==> src/rtl/rplb_pkg.sv <==
// Package for the record prefix to line break filter.
// Holds the front state encoding, the queue entry type and byte constants.
// No dependencies.
`default_nettype none

package rplb_pkg;

   localparam int unsigned QUEUE_DEPTH_DEF = 4;

   localparam logic [15:0] SIZE_LIMIT_RST = 16'd8192;

   localparam logic [7:0] CH_CR    = 8'h0D;
   localparam logic [7:0] CH_LF    = 8'h0A;
   localparam logic [7:0] CH_SPACE = 8'h20;

   localparam logic CSR_ENABLE     = 1'b0;
   localparam logic CSR_SIZE_LIMIT = 1'b1;

   typedef enum logic [2:0] {
      PH_LOW  = 3'd0,
      PH_HIGH = 3'd1,
      PH_DATA = 3'd2,
      PH_PAD  = 3'd3,
      PH_PASS = 3'd4
   } phase_type;

   typedef struct packed {
      logic       two;
      logic [7:0] byte0;
      logic [7:0] byte1;
      logic       pt;
   } entry_type;

endpackage

`default_nettype wire

==> src/rtl/record_prefix_to_line_break_filter_unit.sv <==
// Top level of the record prefix to line break filter.
// Instantiates rplb_front, rplb_queue and rplb_back; depends on rplb_pkg.
//
// Usage:
//   Input bytes enter on req_data_byte, taken at an edge with req_push high and
//   req_full low. Results leave as a queue: while rsp_empty is low the oldest
//   result sits on rsp_out_byte, rsp_run_last and rsp_passthrough, and it is
//   taken at an edge with rsp_pop high. Registers are written through
//   csr_write_en, csr_index and csr_wdata: index 0 is enable (a write restarts
//   header detection), index 1 is the size limit.
//   Path: a byte taken at an edge is written into the entry queue and then loaded
//   into the output register, where its first result shows.
//   Throughput: one byte per cycle while req_full is low. A second header byte
//   makes two results; the output register drains one beat per cycle while
//   rsp_pop is high. The entry queue between front and back absorbs the extra
//   beat of two-result bytes. Reset clears the framing state and both queues and
//   loads enable = 1 and size limit = 8192. When rsp_pop stays low the output
//   register holds, the entry queue fills and req_full rises; nothing is dropped.
`default_nettype none

module record_prefix_to_line_break_filter_unit import rplb_pkg::*; #(
   parameter int unsigned QueueDepth = QUEUE_DEPTH_DEF
) (
   input  wire logic        clock,
   input  wire logic        reset,
   input  wire logic        req_push,
   output logic             req_full,
   input  wire logic [7:0]  req_data_byte,
   output logic             rsp_empty,
   input  wire logic        rsp_pop,
   output logic [7:0]       rsp_out_byte,
   output logic             rsp_run_last,
   output logic             rsp_passthrough,
   input  wire logic        csr_write_en,
   input  wire logic        csr_index,
   input  wire logic [15:0] csr_wdata
);

   entry_type push_entry;
   entry_type head;
   logic      push;
   logic      q_full;
   logic      q_empty;
   logic      q_pop;
   logic      accept;

   assign req_full = q_full;
   assign accept   = req_push && !q_full;

   rplb_front u_front (
      .clock        (clock),
      .reset        (reset),
      .accept       (accept),
      .data_byte    (req_data_byte),
      .csr_write_en (csr_write_en),
      .csr_index    (csr_index),
      .csr_wdata    (csr_wdata),
      .push_entry   (push_entry),
      .push         (push)
   );

   rplb_queue #(
      .Depth (QueueDepth)
   ) u_queue (
      .clock      (clock),
      .reset      (reset),
      .push       (push),
      .push_entry (push_entry),
      .full       (q_full),
      .pop        (q_pop),
      .head       (head),
      .empty      (q_empty)
   );

   rplb_back u_back (
      .clock           (clock),
      .reset           (reset),
      .head            (head),
      .q_empty         (q_empty),
      .q_pop           (q_pop),
      .rsp_empty       (rsp_empty),
      .rsp_pop         (rsp_pop),
      .rsp_out_byte    (rsp_out_byte),
      .rsp_run_last    (rsp_run_last),
      .rsp_passthrough (rsp_passthrough)
   );

endmodule

`default_nettype wire

==> src/rtl/rplb_front.sv <==
// Front end: accepts raw bytes, tracks record framing and classifies each byte.
// Holds the configuration registers. Depends on rplb_pkg.
`default_nettype none

module rplb_front import rplb_pkg::*; (
   input  wire logic        clock,
   input  wire logic        reset,
   input  wire logic        accept,
   input  wire logic [7:0]  data_byte,
   input  wire logic        csr_write_en,
   input  wire logic        csr_index,
   input  wire logic [15:0] csr_wdata,
   output entry_type        push_entry,
   output logic             push
);

   phase_type   phase_ff, phase_in;
   logic [15:0] bytes_left_ff, bytes_left_in;
   logic        pad_pending_ff, pad_pending_in;
   logic [7:0]  held_ff, held_in;
   logic        enable_ff;
   logic [15:0] size_limit_ff;
   logic [15:0] size;
   logic        bad;
   logic        has_result;

   assign size = {data_byte, held_ff};
   assign bad  = (size >= size_limit_ff);

   always_ff @(posedge clock) begin
      if (reset) begin
         enable_ff     <= 1'b1;
         size_limit_ff <= SIZE_LIMIT_RST;
      end else if (csr_write_en) begin
         if (csr_index == CSR_ENABLE) begin
            enable_ff <= csr_wdata[0];
         end else begin
            size_limit_ff <= csr_wdata;
         end
      end
   end

   // next state
   always_comb begin
      phase_in       = phase_ff;
      bytes_left_in  = bytes_left_ff;
      pad_pending_in = pad_pending_ff;
      held_in        = held_ff;
      priority if (csr_write_en && csr_index == CSR_ENABLE) begin
         phase_in       = PH_LOW;
         bytes_left_in  = '0;
         pad_pending_in = 1'b0;
         held_in        = '0;
      end else if (accept && enable_ff) begin
         unique case (phase_ff)
            PH_HIGH: begin
               if (bad) begin
                  phase_in = PH_PASS;
               end else begin
                  bytes_left_in  = size;
                  pad_pending_in = size[0];
                  phase_in       = (size != '0) ? PH_DATA : PH_LOW;
               end
            end
            PH_DATA: begin
               bytes_left_in = bytes_left_ff - 16'd1;
               if (bytes_left_ff == 16'd1) begin
                  phase_in = pad_pending_ff ? PH_PAD : PH_LOW;
               end
            end
            PH_PAD: begin
               pad_pending_in = 1'b0;
               phase_in       = PH_LOW;
            end
            PH_PASS: begin
               phase_in = PH_PASS;
            end
            default: begin
               held_in  = data_byte;
               phase_in = PH_HIGH;
            end
         endcase
      end
   end

   // classification
   always_comb begin
      has_result       = 1'b1;
      push_entry.two   = 1'b0;
      push_entry.byte0 = data_byte;
      push_entry.byte1 = data_byte;
      push_entry.pt    = (phase_ff == PH_PASS);
      if (enable_ff && phase_ff != PH_PASS) begin
         unique case (phase_ff)
            PH_HIGH: begin
               push_entry.two = 1'b1;
               if (bad) begin
                  push_entry.byte0 = held_ff;
                  push_entry.pt    = 1'b1;
               end else begin
                  push_entry.byte0 = CH_CR;
                  push_entry.byte1 = CH_LF;
               end
            end
            PH_DATA: push_entry.byte0 = data_byte;
            PH_PAD:  push_entry.byte0 = CH_SPACE;
            default: has_result = 1'b0;
         endcase
      end
   end

   assign push = accept && has_result;

   always_ff @(posedge clock) begin
      if (reset) begin
         phase_ff       <= PH_LOW;
         bytes_left_ff  <= '0;
         pad_pending_ff <= 1'b0;
         held_ff        <= '0;
      end else begin
         phase_ff       <= phase_in;
         bytes_left_ff  <= bytes_left_in;
         pad_pending_ff <= pad_pending_in;
         held_ff        <= held_in;
      end
   end

endmodule

`default_nettype wire

==> src/rtl/rplb_queue.sv <==
// Short queue of classified entries between the front and back ends.
// Depends on rplb_pkg for the entry type.
`default_nettype none

module rplb_queue import rplb_pkg::*; #(
   parameter int unsigned Depth = QUEUE_DEPTH_DEF
) (
   input  wire logic clock,
   input  wire logic reset,
   input  wire logic push,
   input  entry_type push_entry,
   output logic      full,
   input  wire logic pop,
   output entry_type head,
   output logic      empty
);

   localparam int unsigned PtrW = (Depth > 1) ? $clog2(Depth) : 1;
   localparam int unsigned CntW = $clog2(Depth + 1);

   entry_type         mem [Depth];
   logic [PtrW-1:0]   wr_ptr_ff, wr_ptr_in;
   logic [PtrW-1:0]   rd_ptr_ff, rd_ptr_in;
   logic [CntW-1:0]   count_ff, count_in;
   logic              do_push, do_pop;

   assign full    = (count_ff == CntW'(Depth));
   assign empty   = (count_ff == '0);
   assign do_push = push && !full;
   assign do_pop  = pop && !empty;
   assign head    = mem[rd_ptr_ff];

   always_comb begin
      wr_ptr_in = wr_ptr_ff;
      rd_ptr_in = rd_ptr_ff;
      count_in  = count_ff;
      if (do_push) begin
         wr_ptr_in = (wr_ptr_ff == PtrW'(Depth - 1)) ? '0 : wr_ptr_ff + 1'b1;
      end
      if (do_pop) begin
         rd_ptr_in = (rd_ptr_ff == PtrW'(Depth - 1)) ? '0 : rd_ptr_ff + 1'b1;
      end
      if (do_push && !do_pop) begin
         count_in = count_ff + 1'b1;
      end else if (do_pop && !do_push) begin
         count_in = count_ff - 1'b1;
      end
   end

   always_ff @(posedge clock) begin
      if (do_push) begin
         mem[wr_ptr_ff] <= push_entry;
      end
   end

   always_ff @(posedge clock) begin
      if (reset) begin
         wr_ptr_ff <= '0;
         rd_ptr_ff <= '0;
         count_ff  <= '0;
      end else begin
         wr_ptr_ff <= wr_ptr_in;
         rd_ptr_ff <= rd_ptr_in;
         count_ff  <= count_in;
      end
   end

   a_count_bound: assert property (@(posedge clock) disable iff (reset)
      count_ff <= CntW'(Depth))
      else $error("queue count above depth");

   a_no_push_full: assert property (@(posedge clock) disable iff (reset)
      !(push && full))
      else $error("push into full queue");

endmodule

`default_nettype wire

==> src/rtl/rplb_back.sv <==
// Back end: expands queue entries into one or two result beats.
// Holds the output register. Depends on rplb_pkg.
`default_nettype none

module rplb_back import rplb_pkg::*; (
   input  wire logic  clock,
   input  wire logic  reset,
   input  entry_type  head,
   input  wire logic  q_empty,
   output logic       q_pop,
   output logic       rsp_empty,
   input  wire logic  rsp_pop,
   output logic [7:0] rsp_out_byte,
   output logic       rsp_run_last,
   output logic       rsp_passthrough
);

   logic       out_valid_ff, out_valid_in;
   logic [7:0] out_byte_ff, out_byte_in;
   logic       out_last_ff, out_last_in;
   logic       out_pt_ff, out_pt_in;
   logic       second_ff, second_in;
   logic       load;

   assign load = !out_valid_ff || rsp_pop;

   always_comb begin
      out_valid_in = out_valid_ff && !rsp_pop;
      out_byte_in  = out_byte_ff;
      out_last_in  = out_last_ff;
      out_pt_in    = out_pt_ff;
      second_in    = second_ff;
      q_pop        = 1'b0;
      if (load && !q_empty) begin
         out_valid_in = 1'b1;
         out_pt_in    = head.pt;
         if (second_ff) begin
            out_byte_in = head.byte1;
            out_last_in = 1'b1;
            second_in   = 1'b0;
            q_pop       = 1'b1;
         end else begin
            out_byte_in = head.byte0;
            out_last_in = !head.two;
            second_in   = head.two;
            q_pop       = !head.two;
         end
      end
   end

   always_ff @(posedge clock) begin
      if (reset) begin
         out_valid_ff <= 1'b0;
         second_ff    <= 1'b0;
      end else begin
         out_valid_ff <= out_valid_in;
         second_ff    <= second_in;
      end
   end

   always_ff @(posedge clock) begin
      out_byte_ff <= out_byte_in;
      out_last_ff <= out_last_in;
      out_pt_ff   <= out_pt_in;
   end

   assign rsp_empty       = !out_valid_ff;
   assign rsp_out_byte    = out_byte_ff;
   assign rsp_run_last    = out_last_ff;
   assign rsp_passthrough = out_pt_ff;

   a_second_has_head: assert property (@(posedge clock) disable iff (reset)
      second_ff |-> !q_empty)
      else $error("second half pending with empty queue");

   a_first_half_flag: assert property (@(posedge clock) disable iff (reset)
      (out_valid_ff && !out_last_ff) |-> second_ff)
      else $error("first beat of pair shown without second half pending");

endmodule

`default_nettype wire
==> config.mk <==
export PLATFORM = sky130hd
export DESIGN_NAME = record_prefix_to_line_break_filter_unit
export DESIGN_NICKNAME = d
export VERILOG_FILES = /design/src/rtl/rplb_pkg.sv /design/src/rtl/record_prefix_to_line_break_filter_unit.sv /design/src/rtl/rplb_front.sv /design/src/rtl/rplb_queue.sv /design/src/rtl/rplb_back.sv
export SDC_FILE = /design/constraint.sdc
export NUM_CORES = 1
export LEC_CHECK = 0
export BUFFER_PORTS_ARGS = -buffer_cell sky130_fd_sc_hd__buf_4
export CAP_MARGIN = 10
export CORE_UTILIZATION = 40
export DETAILED_ROUTE_END_ITERATION = 8
export GPL_ROUTABILITY_DRIVEN = 0
export GPL_TIMING_DRIVEN = 0
export MAX_ROUTING_LAYER = met4
export SYNTH_ARGS = -nofsm -noshare
export SYNTH_HDL_FRONTEND = slang
export SYNTH_HIERARCHICAL = 1
export SYNTH_SLANG_ARGS = --single-unit
export TNS_END_PERCENT = 1
==> constraint.sdc <==
create_clock -name clock -period 6.13 [get_ports clock]
set_clock_uncertainty 0.05 [all_clocks]
set_input_delay 0.3065 -clock clock [delete_from_list [all_inputs] [get_ports clock]]
set_output_delay 0.3065 -clock clock [all_outputs]
set_load 0.01 [all_outputs]
==> flow_summary.ini <==
[setup_path]
path_buf_inv = 4
crit_path_cell_trace = or3b_1, buf_6, clkinv_4, nor2b_4, a21boi_0, bufinv_8, nor2_2, ha_1, inv_1, fa_1, xor2_1, or3_1, a21oi_1
slowest_delay_ns = 0.57
critical_path.slowest_cell = a21boi_0
timing.critical_path.max_delay_family = simple AND/OR/NAND/NOR gates
cp_max_fo = 7
critical_path_data_arrival_time_ns = 3.77
critical_path.endpoint_type = flip-flop
critPathLaunchType = flip-flop
crit_type = reg -> reg
timing.critical_path.required_ns = 6.42

[floorplan]
rows = 45
floorplan.initialDensity = 0.414
die-width_um = 128
area_inside_the_core_boundary_mm2 = 0.0154
floorplan.io_pins = 42
die_area_mm2 = 0.0165
die_h_um = 128

[timing]
maxSlewHeadroom = 0.304
finalHoldViolCount = 0
final-max-slew-violation-count = 0
worstMarginPinSlew_ns = 1.04
rsz0062_at_grt = false
post-route-min-period_ns = 3.48
layout_setup_ws_ns = 2.65
setup_viol_count_final = 0
min_period_over_period = 0.567
timing.setup.tns_ns = 0
fmax_mhz = 287

[power]
p_total_mw = 2.52
power.clock.fraction = 0.369
switching_power_as_a_share_of_total_power = 0.262
power.ir.vdd_worst_v = 0.000202
power_frac_comb = 0.183
static_leak_nw = 2.72
sequentialPowerShare = 0.448
total_switching_power_mw = 0.661
cell_int_power_mw = 1.86
power_density_mw_per_mm2 = 336

[synth]
avg_synthesized_cell_area_um2 = 11.8
synth_most_common_cell = edfxtp_1
synth_seq_cells = 138
yosysTopAreaCellShare = 0.385
synthFlopType = edfxtp_1
netlist.top_cell.by_area = edfxtp_1
yosys_warnings = 6
synth_top_cells_by_count = edfxtp_1 (82), nand2_1 (67), dfxtp_1 (56), a21oi_1 (37), nor2_1 (32)
ys_types = 66
synthArstFlopShare = 0
postSynthCellCount = 544
seq_area_frac_synth = 0.560
mappedNetlistArea_mm2 = 0.00639
yosys-top-cells-area = edfxtp_1 (39%), dfxtp_1 (18%), mux4_2 (6.3%)
synth_fp_nets = 599
synth-edff-count = 82

[placed_design]
dp_slack_ns = 2.70
dp_hpwl_um = 9510
port-buffer-count = 41
placedInstanceArea_mm2 = 0.00697

[global_route]
first_pass_grt_wire_length_um = 22700
grt_pass1_vias = 4273
grt_remaining_overflow = 0
combined_global_route_utilization_of_all_metal_layers = 0.191
maximum_number_of_pins_on_one_net_before_global_route_repair = 19
number_of_antenna_violations_at_the_first_check_in_global_routing = 0

[detailed_routing]
via_per_inst = 5.25
wl_per_cell_um = 16.7
dr.pass1.iters = 5
count_of_vias_placed_by_the_detailed_router = 4351
drt-initial-drc-count = 257
route.detailed.drc = 0
wirelength_um = 13800
drtAntennaViolNets = 0

[cells_and_area]
antenna_cells = 0
area_delta_synth_final_pct = 17.4
share_of_post_route_cells_with_drive_strength_above_1 = 0.198
fin_nets = 659
stdcell_area_mm2 = 0.00750

[clocking]
clock-sinks = 138
clk_pin_slew_worst_paths_ns = 0.06
numCtsBuffers = 17
cts_setup_buffers = 0
cts_max_path_buffers = 2
cts-resized-gates = 0
clkLatencyLatePin_ns = 0.42
cts_tree = yes
cts-htree-levels = 4
holdBufCountCts = 0
cts_root_buffer = clkbuf_16

[status]
outcome = finished clean

[worst_hold_path]
hold_path_class = in -> reg

[job]
timing.max_cap.violations = 0
## final timing paths
path / from / to / slack, ns / cells past startpoint
worst max-delay path: u_queue/count_ff[0] / u_queue/count_ff[2] / 2.65 / 13
worst min register to register: u_front/size_limit_ff[15] / u_front/size_limit_ff[15] / 0.41 / 2
worst max register to register: u_queue/count_ff[0] / u_queue/count_ff[2] / 2.65 / 13
worst min-delay path: reset / u_back/second_ff / 0.03 / 2
## metrics by stage
| step | utilization | hold slack, ns | std cells |
|---|---|---|---|
| after CTS | 0.486 | 0.00492 | 828 |
| after detailed placement | 0.452 | 0.400 | 796 |
| final | 0.486 | 0.0282 | 828 |
| after floorplan | - | 0.319 | 544 |
| after global placement | 0.452 | 0.399 | 796 |
| after global routing | 0.486 | 0.0230 | 828 |
## routing by layer
metal / GRT usage / vias to the layer above / share of wire
met5: - / - / 0
li1: - / 2125 / -
met3: 0.0424 / 18 / 0.036
met4: 0.0796 / 0 / 0.016
met1: 0.235 / 2111 / 0.46
met2: 0.302 / 97 / 0.49
## power by group through the flow
stage	clock network (mW)	logic, mW	registers [mW]
floorplan	0	0.306	1.15
global placement	0	0.454	1.14
detailed placement	0	0.466	1.15
CTS	0.955	0.468	1.13
global route	0.996	0.509	1.14
finish	0.930	0.460	1.13
## layout by cell type, fill, tap and decap left out, drive strengths merged, types with 4 or more instances in the layout
master | synthesis | layout
and2 | 10 | 10
nor2b | 7 | 7
and3 | 4 | 4
a21oi | 38 | 38
mux4 | 18 | 18
nand3 | 8 | 8
clkbuf | 18 | 38
dfxtp | 56 | 56
mux2i | 18 | 18
buf | 11 | 52
or3 | 7 | 7
ha | 24 | 24
o31ai | 8 | 8
mux2 | 8 | 8
clkinv | 1 | 7
o211ai | 5 | 5
clkinvlp | 0 | 5
nand2 | 67 | 67
edfxtp | 82 | 82
a31oi | 4 | 4
nor3 | 5 | 5
nor4 | 7 | 7
nand2b | 5 | 5
or2 | 7 | 7
o21ai | 29 | 29
inv | 24 | 24
nor2 | 33 | 33
## logic make-up after synthesis
kind of cell,Yosys count,share of synthesized area
xor gates and xnor gates,3,0.00411
buffers and inverters,55,0.0411
AOI/OAI and AO/OA,105,0.102
DFF,138,0.560
adders and majority gates,25,0.0501
muxes,44,0.106
and+or+nand+nor,174,0.137
## cell type report
class	instances	area (um^2)
clock inverters	12	103
well taps	211	264
flip-flops and latches	138	3580
plain buffers	29	146
multi-input cells	351	2550
repair buffers	41	308
fillers	1444	7920
inverters	26	116
clock buffers	20	437
## state kept, by name, summed over array words and instances (netlist names), 2 cells and up, named ones only
name                   cells
u_front/held_ff            8
u_queue/wr_ptr_ff          2
u_queue/count_ff           3
u_front/phase_ff           3
u_front/size_limit_ff     16
u_queue/mem               72
u_queue/rd_ptr_ff          2
u_front/bytes_left_ff     16
u_back/rsp_out_byte        8
Note: power is estimated with default switching activity, not from simulation.
